--- src/papu_pkg.sv ---
package papu_pkg;

	localparam int COORD_W          = 12;
	localparam int FRAC_BITS        = 8;
	localparam int MAX_VERTICES_DEF = 256;

	localparam int DELTA_W    = COORD_W + 1;
	localparam int PROD_W     = 2 * DELTA_W;
	localparam int SQ_W       = 2 * COORD_W + 1;
	localparam int RAD_W      = SQ_W + 2 * FRAC_BITS;
	localparam int ROOT_W     = (RAD_W + 1) / 2;
	localparam int AREA_ACC_W = 27;
	localparam int AREA_OUT_W = 25;
	localparam int PERIM_W    = 29;
	localparam int VCOUNT_W   = 9;

	localparam int IN_TDATA_W  = 2 * COORD_W;
	localparam int OUT_FIELD_W = AREA_OUT_W + PERIM_W + VCOUNT_W;
	localparam int OUT_TDATA_W = ((OUT_FIELD_W + 7) / 8) * 8;

	typedef enum logic [2:0] {
		ST_IDLE,
		ST_MUL,
		ST_AREA,
		ST_SQRT,
		ST_PERIM,
		ST_EMIT
	} state_t;

	typedef struct packed {
		logic load_in;
		logic init_first;
		logic set_ovf;
		logic mul;
		logic close_sel;
		logic area_acc;
		logic sqrt_start;
		logic perim_add;
		logic advance;
		logic emit;
	} ctrl_cmd_t;

	typedef struct packed {
		logic count_zero;
		logic count_full;
		logic sqrt_done;
		logic out_free;
	} dp_status_t;

endpackage

--- src/papu_sqrt.sv ---
module papu_sqrt (
	input  logic                              clk,
	input  logic                              arst_n,
	input  logic                              start,
	input  logic [papu_pkg::RAD_W-1:0]        radicand,
	output logic                              done,
	output logic [papu_pkg::ROOT_W-1:0]       root
);

	localparam int ROOT_W = papu_pkg::ROOT_W;
	localparam int PAD_W  = 2 * ROOT_W;
	localparam int ITER_W = $clog2(ROOT_W);

	logic [PAD_W-1:0]   rad_q;
	logic [ROOT_W+1:0]  rem_q;
	logic [ROOT_W-1:0]  root_q;
	logic [ITER_W-1:0]  iter_q;
	logic               busy_q;
	logic               done_q;

	logic [ROOT_W+1:0]  rem_sh;
	logic [ROOT_W+1:0]  trial;
	logic [ROOT_W+1:0]  diff;
	logic               ge;

	// one root bit per cycle, restoring form
	always_comb begin
		rem_sh = {rem_q[ROOT_W-1:0], rad_q[PAD_W-1 -: 2]};
		trial  = {root_q, 2'b01};
		ge     = (rem_sh >= trial);
		diff   = rem_sh - trial;
	end

	always_ff @(posedge clk or negedge arst_n) begin
		if (!arst_n) begin
			busy_q <= 1'b0;
			done_q <= 1'b0;
			iter_q <= '0;
		end else begin
			done_q <= 1'b0;
			if (start) begin
				busy_q <= 1'b1;
				iter_q <= '0;
			end else if (busy_q) begin
				iter_q <= iter_q + 1'b1;
				if (iter_q == ITER_W'(ROOT_W - 1)) begin
					busy_q <= 1'b0;
					done_q <= 1'b1;
				end
			end
		end
	end

	always_ff @(posedge clk) begin
		if (start) begin
			rad_q  <= PAD_W'(radicand);
			rem_q  <= '0;
			root_q <= '0;
		end else if (busy_q) begin
			rad_q  <= rad_q << 2;
			rem_q  <= ge ? diff : rem_sh;
			root_q <= {root_q[ROOT_W-2:0], ge};
		end
	end

	assign done = done_q;
	assign root = root_q;

endmodule

--- src/papu_datapath.sv ---
module papu_datapath #(
	parameter int MAX_VERTICES = papu_pkg::MAX_VERTICES_DEF
) (
	input  logic                                clk,
	input  logic                                arst_n,
	input  papu_pkg::ctrl_cmd_t                 cmd,
	output papu_pkg::dp_status_t                status,
	input  logic [papu_pkg::COORD_W-1:0]        in_x,
	input  logic [papu_pkg::COORD_W-1:0]        in_y,
	input  logic                                out_ready,
	output logic                                out_valid,
	output logic [papu_pkg::AREA_OUT_W-1:0]     out_area,
	output logic [papu_pkg::PERIM_W-1:0]        out_perim,
	output logic [papu_pkg::VCOUNT_W-1:0]       out_count,
	output logic                                out_ovf
);

	localparam int COORD_W    = papu_pkg::COORD_W;
	localparam int DELTA_W    = papu_pkg::DELTA_W;
	localparam int PROD_W     = papu_pkg::PROD_W;
	localparam int SQ_W       = papu_pkg::SQ_W;
	localparam int RAD_W      = papu_pkg::RAD_W;
	localparam int ROOT_W     = papu_pkg::ROOT_W;
	localparam int AREA_ACC_W = papu_pkg::AREA_ACC_W;
	localparam int AREA_OUT_W = papu_pkg::AREA_OUT_W;
	localparam int PERIM_W    = papu_pkg::PERIM_W;
	localparam int VCOUNT_W   = papu_pkg::VCOUNT_W;
	localparam int CNT_W      = $clog2(MAX_VERTICES + 1);

	logic [COORD_W-1:0]          first_x_q, first_y_q, prev_x_q, prev_y_q;
	logic [COORD_W-1:0]          cur_x_q, cur_y_q;
	logic signed [AREA_ACC_W-1:0] area_q;
	logic [PERIM_W-1:0]          perim_q;
	logic [CNT_W-1:0]            count_q;
	logic                        ovf_q;

	logic signed [PROD_W-1:0]    prod_a_s1, prod_b_s1;
	logic [SQ_W-2:0]             sqx_s1, sqy_s1;

	logic                        out_valid_q;
	logic [AREA_OUT_W-1:0]       out_area_q;
	logic [PERIM_W-1:0]          out_perim_q;
	logic [VCOUNT_W-1:0]         out_count_q;
	logic                        out_ovf_q;

	logic signed [DELTA_W-1:0]   ax, ay, bx, by, ex, ey;
	logic [COORD_W-1:0]          tgt_x, tgt_y;
	logic signed [PROD_W-1:0]    ex_sq, ey_sq;
	logic signed [AREA_ACC_W:0]  area_sum_w;
	logic [AREA_ACC_W-1:0]       area_next;
	logic [AREA_ACC_W-1:0]       area_mag;
	logic [AREA_OUT_W-1:0]       area_out;
	logic [SQ_W-1:0]             sq_sum;
	logic [RAD_W-1:0]            radicand;
	logic [ROOT_W-1:0]           root;
	logic                        sqrt_done;
	logic [PERIM_W:0]            perim_sum_w;
	logic [PERIM_W-1:0]          perim_next;

	papu_sqrt u_sqrt (
		.clk      (clk),
		.arst_n   (arst_n),
		.start    (cmd.sqrt_start),
		.radicand (radicand),
		.done     (sqrt_done),
		.root     (root)
	);

	always_comb begin
		tgt_x = cmd.close_sel ? first_x_q : cur_x_q;
		tgt_y = cmd.close_sel ? first_y_q : cur_y_q;
		ax    = $signed({1'b0, prev_x_q}) - $signed({1'b0, first_x_q});
		ay    = $signed({1'b0, prev_y_q}) - $signed({1'b0, first_y_q});
		bx    = $signed({1'b0, cur_x_q}) - $signed({1'b0, first_x_q});
		by    = $signed({1'b0, cur_y_q}) - $signed({1'b0, first_y_q});
		ex    = $signed({1'b0, prev_x_q}) - $signed({1'b0, tgt_x});
		ey    = $signed({1'b0, prev_y_q}) - $signed({1'b0, tgt_y});
		ex_sq = ex * ex;
		ey_sq = ey * ey;

		// fan term added with saturation at the accumulator limits
		area_sum_w = (AREA_ACC_W + 1)'(area_q) + (AREA_ACC_W + 1)'(prod_a_s1)
			- (AREA_ACC_W + 1)'(prod_b_s1);
		if (area_sum_w[AREA_ACC_W] != area_sum_w[AREA_ACC_W-1]) begin
			area_next = {area_sum_w[AREA_ACC_W], {(AREA_ACC_W - 1){~area_sum_w[AREA_ACC_W]}}};
		end else begin
			area_next = area_sum_w[AREA_ACC_W-1:0];
		end

		area_mag = area_q[AREA_ACC_W-1] ? AREA_ACC_W'(-area_q) : AREA_ACC_W'(area_q);
		area_out = (|area_mag[AREA_ACC_W-1:AREA_OUT_W]) ? '1 : area_mag[AREA_OUT_W-1:0];

		sq_sum   = {1'b0, sqx_s1} + {1'b0, sqy_s1};
		radicand = RAD_W'(sq_sum) << (2 * papu_pkg::FRAC_BITS);

		perim_sum_w = {1'b0, perim_q} + (PERIM_W + 1)'(root);
		perim_next  = perim_sum_w[PERIM_W] ? '1 : perim_sum_w[PERIM_W-1:0];
	end

	always_ff @(posedge clk or negedge arst_n) begin
		if (!arst_n) begin
			first_x_q   <= '0;
			first_y_q   <= '0;
			prev_x_q    <= '0;
			prev_y_q    <= '0;
			area_q      <= '0;
			perim_q     <= '0;
			count_q     <= '0;
			ovf_q       <= 1'b0;
			out_valid_q <= 1'b0;
		end else begin
			if (cmd.init_first) begin
				first_x_q <= in_x;
				first_y_q <= in_y;
				prev_x_q  <= in_x;
				prev_y_q  <= in_y;
				count_q   <= CNT_W'(1);
			end
			if (cmd.set_ovf) begin
				ovf_q <= 1'b1;
			end
			if (cmd.area_acc) begin
				area_q <= area_next;
			end
			if (cmd.perim_add) begin
				perim_q <= perim_next;
			end
			if (cmd.advance) begin
				prev_x_q <= cur_x_q;
				prev_y_q <= cur_y_q;
				count_q  <= count_q + 1'b1;
			end
			if (cmd.emit) begin
				first_x_q   <= '0;
				first_y_q   <= '0;
				prev_x_q    <= '0;
				prev_y_q    <= '0;
				area_q      <= '0;
				perim_q     <= '0;
				count_q     <= '0;
				ovf_q       <= 1'b0;
				out_valid_q <= 1'b1;
			end else if (out_ready) begin
				out_valid_q <= 1'b0;
			end
		end
	end

	always_ff @(posedge clk) begin
		if (cmd.load_in) begin
			cur_x_q <= in_x;
			cur_y_q <= in_y;
		end
		if (cmd.mul) begin
			prod_a_s1 <= ax * by;
			prod_b_s1 <= ay * bx;
			sqx_s1    <= (SQ_W - 1)'(ex_sq);
			sqy_s1    <= (SQ_W - 1)'(ey_sq);
		end
		if (cmd.emit) begin
			out_area_q  <= area_out;
			out_perim_q <= perim_q;
			out_count_q <= VCOUNT_W'(count_q);
			out_ovf_q   <= ovf_q;
		end
	end

	assign status.count_zero = (count_q == '0);
	assign status.count_full = (count_q == CNT_W'(MAX_VERTICES));
	assign status.sqrt_done  = sqrt_done;
	assign status.out_free   = !out_valid_q || out_ready;

	assign out_valid = out_valid_q;
	assign out_area  = out_area_q;
	assign out_perim = out_perim_q;
	assign out_count = out_count_q;
	assign out_ovf   = out_ovf_q;

endmodule

--- src/papu_ctrl.sv ---
module papu_ctrl (
	input  logic                  clk,
	input  logic                  arst_n,
	input  logic                  in_valid,
	input  logic                  in_last,
	output logic                  in_ready,
	input  papu_pkg::dp_status_t  status,
	output papu_pkg::ctrl_cmd_t   cmd
);

	papu_pkg::state_t state_q, state_d;
	logic             closing_q, closing_d;
	logic             last_q, last_d;

	always_ff @(posedge clk or negedge arst_n) begin
		if (!arst_n) begin
			state_q   <= papu_pkg::ST_IDLE;
			closing_q <= 1'b0;
			last_q    <= 1'b0;
		end else begin
			state_q   <= state_d;
			closing_q <= closing_d;
			last_q    <= last_d;
		end
	end

	always_comb begin
		state_d   = state_q;
		closing_d = closing_q;
		last_d    = last_q;
		in_ready  = 1'b0;
		cmd       = '0;
		case (state_q)
			papu_pkg::ST_IDLE: begin
				in_ready = 1'b1;
				if (in_valid) begin
					cmd.load_in = 1'b1;
					last_d      = in_last;
					if (status.count_zero) begin
						cmd.init_first = 1'b1;
						if (in_last) begin
							closing_d = 1'b1;
							state_d   = papu_pkg::ST_MUL;
						end
					end else if (status.count_full) begin
						// vertex dropped, only the closing edge may follow
						cmd.set_ovf = 1'b1;
						if (in_last) begin
							closing_d = 1'b1;
							state_d   = papu_pkg::ST_MUL;
						end
					end else begin
						closing_d = 1'b0;
						state_d   = papu_pkg::ST_MUL;
					end
				end
			end
			papu_pkg::ST_MUL: begin
				cmd.mul       = 1'b1;
				cmd.close_sel = closing_q;
				state_d       = papu_pkg::ST_AREA;
			end
			papu_pkg::ST_AREA: begin
				cmd.area_acc   = !closing_q;
				cmd.sqrt_start = 1'b1;
				state_d        = papu_pkg::ST_SQRT;
			end
			papu_pkg::ST_SQRT: begin
				if (status.sqrt_done) begin
					state_d = papu_pkg::ST_PERIM;
				end
			end
			papu_pkg::ST_PERIM: begin
				cmd.perim_add = 1'b1;
				cmd.advance   = !closing_q;
				if (closing_q) begin
					state_d = papu_pkg::ST_EMIT;
				end else if (last_q) begin
					closing_d = 1'b1;
					state_d   = papu_pkg::ST_MUL;
				end else begin
					state_d = papu_pkg::ST_IDLE;
				end
			end
			papu_pkg::ST_EMIT: begin
				if (status.out_free) begin
					cmd.emit  = 1'b1;
					closing_d = 1'b0;
					state_d   = papu_pkg::ST_IDLE;
				end
			end
			default: begin
				state_d = papu_pkg::ST_IDLE;
			end
		endcase
	end

endmodule

--- src/polygon_area_perimeter_unit.sv ---
// a vertex that adds an edge goes through accept, multiply, area add, the
// one-bit-per-cycle square root unit (21 root bits and done), and the perimeter add
// a last vertex adds the closing edge too, then its result is emitted; this holds also
// when it is the first or a dropped vertex; a full output register holds the emit step
// other first and dropped vertices are taken without starting work; a new vertex is taken while the
// result word waits. reset clears all sums, counts and the result valid
module polygon_area_perimeter_unit #(
	parameter int MAX_VERTICES = papu_pkg::MAX_VERTICES_DEF
) (
	input  logic                                clk,
	input  logic                                arst_n,
	input  logic                                s_tvalid,
	output logic                                s_tready,
	input  logic [papu_pkg::IN_TDATA_W-1:0]     s_tdata,  // x_coord, y_coord
	input  logic                                s_tlast,
	output logic                                m_tvalid,
	input  logic                                m_tready,
	output logic [papu_pkg::OUT_TDATA_W-1:0]    m_tdata,  // area_doubled, perimeter_q8, vertex_count
	output logic [0:0]                          m_tuser   // overflow
);

	papu_pkg::ctrl_cmd_t               cmd;
	papu_pkg::dp_status_t              status;
	logic [papu_pkg::AREA_OUT_W-1:0]   area;
	logic [papu_pkg::PERIM_W-1:0]      perim;
	logic [papu_pkg::VCOUNT_W-1:0]     count;
	logic                              ovf;

	papu_ctrl u_ctrl (
		.clk      (clk),
		.arst_n   (arst_n),
		.in_valid (s_tvalid),
		.in_last  (s_tlast),
		.in_ready (s_tready),
		.status   (status),
		.cmd      (cmd)
	);

	papu_datapath #(
		.MAX_VERTICES (MAX_VERTICES)
	) u_datapath (
		.clk       (clk),
		.arst_n    (arst_n),
		.cmd       (cmd),
		.status    (status),
		.in_x      (s_tdata[papu_pkg::COORD_W-1:0]),
		.in_y      (s_tdata[2*papu_pkg::COORD_W-1:papu_pkg::COORD_W]),
		.out_ready (m_tready),
		.out_valid (m_tvalid),
		.out_area  (area),
		.out_perim (perim),
		.out_count (count),
		.out_ovf   (ovf)
	);

	assign m_tdata    = papu_pkg::OUT_TDATA_W'({count, perim, area});
	assign m_tuser[0] = ovf;

endmodule

--- config.mk ---
export PLATFORM = sky130hd
export DESIGN_NAME = polygon_area_perimeter_unit
export DESIGN_NICKNAME = d
export VERILOG_FILES = /design/src/papu_pkg.sv /design/src/papu_sqrt.sv /design/src/papu_datapath.sv /design/src/papu_ctrl.sv /design/src/polygon_area_perimeter_unit.sv
export SDC_FILE = /design/constraint.sdc
export NUM_CORES = 2
export LEC_CHECK = 0
export ABC_AREA = 1
export ABC_CLOCK_PERIOD_IN_PS = 8500
export BUFFER_PORTS_ARGS = -buffer_cell sky130_fd_sc_hd__clkbuf_2
export CAP_MARGIN = 10
export CORE_UTILIZATION = 45
export DETAILED_ROUTE_END_ITERATION = 12
export HOLD_SLACK_MARGIN = 0.05
export SLEW_MARGIN = 5
export SYNTH_ARGS = -nofsm -noshare
export SYNTH_HDL_FRONTEND = slang
export SYNTH_HIERARCHICAL = 1
export SYNTH_SLANG_ARGS = --single-unit
--- constraint.sdc ---
create_clock -name clk -period 8.5 [get_ports clk]
set_input_delay 1.275 -clock clk [delete_from_list [all_inputs] [get_ports clk]]
set_output_delay 1.275 -clock clk [all_outputs]
set_load 0.005 [all_outputs]
==> qor.yml <==
detailed_routing:
  drtPass1Iterations: 6
  num_vias: 38600
  drc: 0
  wl_per_cell_um: 17.1
  postRouteAntennaNets: 0
  drt-initial-drc-count: 2582
  drt-total-wl_mm: 129
  vias_per_cell: 5.11
logic_synthesis:
  ys_seq_area_share_pct: 22.0
  synth_fa_ha_area_share_pct: 36.4
  ys_async_sr_fraction_pct: 32.0
  synthSimpleGateAreaFrac_pct: 20.2
  synth-edff-count: 227
  yosys-top-cells-area: "fa_1, edfxtp_1, ha_1, nand2_1, inv_1"
  yosys_warnings: 6
  yosysUniqueCellTypes: 68
  syn_inst: 5996
  muxShareOfSynthArea_pct: 0.386
  synth_top_area_share_pct: 25.2
  yosys.area.top_type: "fa_1"
  synth.avg_cell_area_sq_um: 8.23
  synth_ff_type: "edfxtp_1"
  netlist_area_sq_um: 49300
  synth_compound_area_share_pct: 6.78
  synth_top_family_by_area: "adder cells"
  synthXorXnorAreaFrac_pct: 3.86
  synth_seq_cells: 397
sta:
  setup_slack_ns: 0.575
  fmax_mhz: 126
  finalSetupViolCount: 0
  post-route-min-period_ns: 7.92
  slew_violations: 0
  relSlewSlack_pct: 35.6
  whs_ns: 0.469
  fin_tns_setup_ns: 0
  tightest_slew_ns: 0.965
  fin_skew_ns: 0.0276
  fin_crit_sh_pct: 93.2
  hold_violations: 0
die:
  fp-row-count: 121
  dieHeight_um: 333
  start_util_pct: 45.4
  die_w_um: 333
  dieArea_sq_um: 111000
  core_sq_um: 109000
  ios: 96
layout:
  area_delta_synth_final_pct: 7.97
  final_common_cell: "nand2_1"
  final_cell_mix: "nand2_1, inv_1, fa_1, nor2_1, ha_1"
  fin_util_pct: 49.0
  final_nets: 7199
  layout-drive-gt1-share_pct: 6.43
global_route:
  track_usage_pct: 23.9
  grt_pass1_wl_mm: 211
  grt_pass1_vias: 39200
  overflow: 0
  antenna_found_initial: 7
  grt_max_degree: 73
clock_network:
  cts_tree: "built"
  cts_buffer_depth: 3
  clkSinkCount: 397
  post-cts-setup-buffers: 0
  cts_made_buffers: 47
  clkTransAtPathRegs_ns: 0.06
  clk_latency_ns: 0.62
  htree_levels: 2
  cts_root_buf: "clkbuf_16"
worst_setup_path:
  critPathMaxStageDelay_ns: 0.52
  worstPathRequired_ns: 8.86
  cp_common_cell: "nand2_1"
  cp_slowest_cell: "fa_1"
  crit_path_end_kind: "flip-flop"
  start_kind: "flip-flop"
  worstPathArrival_ns: 8.28
  path_max_fanout: 48
  reg2regPathDepth: 33
  crit_type: "reg2reg"
hold_path:
  whs_path_depth: 0
  hp-class: "reg2reg"
place:
  portBuffers: 94
  gp_congestion: 0.947
  place_ws_ns: 0.481
  dpl.hpwl_mm: 107
run_status:
  status: "complete, no violations"
flow_run:
  drv_cap: 0
==> final timing paths <==
| check | start | to | slack (ns) |
|---|---|---|---|
| hold reg to reg | u_datapath/ovf_q$_DFFE_PN0P_ | u_datapath/out_ovf$_DFFE_PP_ | 0.47 |
| hold / removal | u_datapath/ovf_q$_DFFE_PN0P_ | u_datapath/out_ovf$_DFFE_PP_ | 0.47 |
| setup reg to reg | u_ctrl/state_q[1]$_DFFE_PN0P_ | u_datapath/sqy_s1[19]$_DFFE_PP_ | 0.58 |
| setup / recovery | u_ctrl/state_q[1]$_DFFE_PN0P_ | u_datapath/sqy_s1[19]$_DFFE_PP_ | 0.58 |
| max in group asynchronous | arst_n | u_ctrl/state_q[2]$_DFFE_PN0P_ | 6.40 |
| min in group asynchronous | arst_n | u_datapath/first_x_q[8]$_DFFE_PN0P_ | 0.71 |
==> stage by stage <==
step           std cells  area (sq um)
6_report            7567         53300
5_1_grt             7564         53300
4_1_cts             7560         53200
3_5_place_dp        7473         51600
3_3_place_gp        7473         51600
2_1_floorplan       6011         49400
==> timing repair <==
item,4_1_cts,5_1_grt
endpoints found under the hold margin,0,0
hold buffers,0,0
setup endpoints to repair,0,4
gates resized for setup,0,5
==> cell families (layout without fill, tap and decap cells) <==
family / Yosys count / in the layout
xor+xnor: 214 / 214
flops: 397 / 397
simple gates: 2361 / 2361
mux: 19 / 19
other cells: 2 / 23
fa+ha+maj: 1061 / 1061
compound gates: 599 / 599
buf+inv: 1343 / 1479
==> sequential cells by signal, indices dropped and copies added, names as in the netlist, 3 cells and up <==
signal and flops:
u_datapath/u_sqrt/rad_q 42, u_datapath/out_perim 29, u_datapath/perim_q 29, u_datapath/area_q 27, u_datapath/prod_a_s1 26, u_datapath/prod_b_s1 26
u_datapath/out_area 25, u_datapath/sqx_s1 23, u_datapath/sqy_s1 23, u_datapath/u_sqrt/rem_q 21, u_datapath/u_sqrt/root 21, u_datapath/cur_x_q 12
u_datapath/cur_y_q 12, u_datapath/first_x_q 12, u_datapath/first_y_q 12, u_datapath/prev_x_q 12, u_datapath/prev_y_q 12, u_datapath/count_q 9
u_datapath/out_count 9, u_datapath/u_sqrt/iter_q 5, u_ctrl/state_q 3
==> worst max-delay path, delay by kind of cell (launching register included) <==
kind / cells / cell delay [ns]
xor+xnor: 1 / 0.15
simple gates: 10 / 1.30
flops: 1 / 0.48
compound gates: 8 / 1.24
buf+inv: 6 / 0.75
fa+ha+maj: 8 / 3.72
==> synth_stat cells (70+ instances only) <==
cell type	instances
xnor2_1	70
fa_1	621
a21oi_1	229
nor2_1	498
edfxtp_1	227
clkbuf_1	74
nand3_1	250
inv_1	1210
nand2_1	1350
ha_1	440
dfrtp_1	127
o21ai_0	213
xor2_1	140
==> routing by layer <==
layer / global-route usage (%) / wire length [um] / share of wire [%] / vias up
met5: 0 / 13 / 0.010 / -
met1: 32.7 / 58300 / 45 / 18600
li1: - / - / - / 18900
met2: 40.1 / 61500 / 48 / 980
met3: 2.39 / 5790 / 4.5 / 169
met4: 6.72 / 3480 / 2.7 / 2
==> layout make-up <==
class / count / area, sq um
fill: 10700 / 55400
multi-input combinational: 4271 / 33400
sequential: 397 / 10900
inverter: 1241 / 4660
tap: 1414 / 1770
clock buffer: 55 / 1260
timing repair buffer: 151 / 925
clock inverter: 32 / 349
antenna: 6 / 15.0
Power is not shown: default switching activity piles up to over one toggle a cycle in this logic, so the estimate is an artifact.
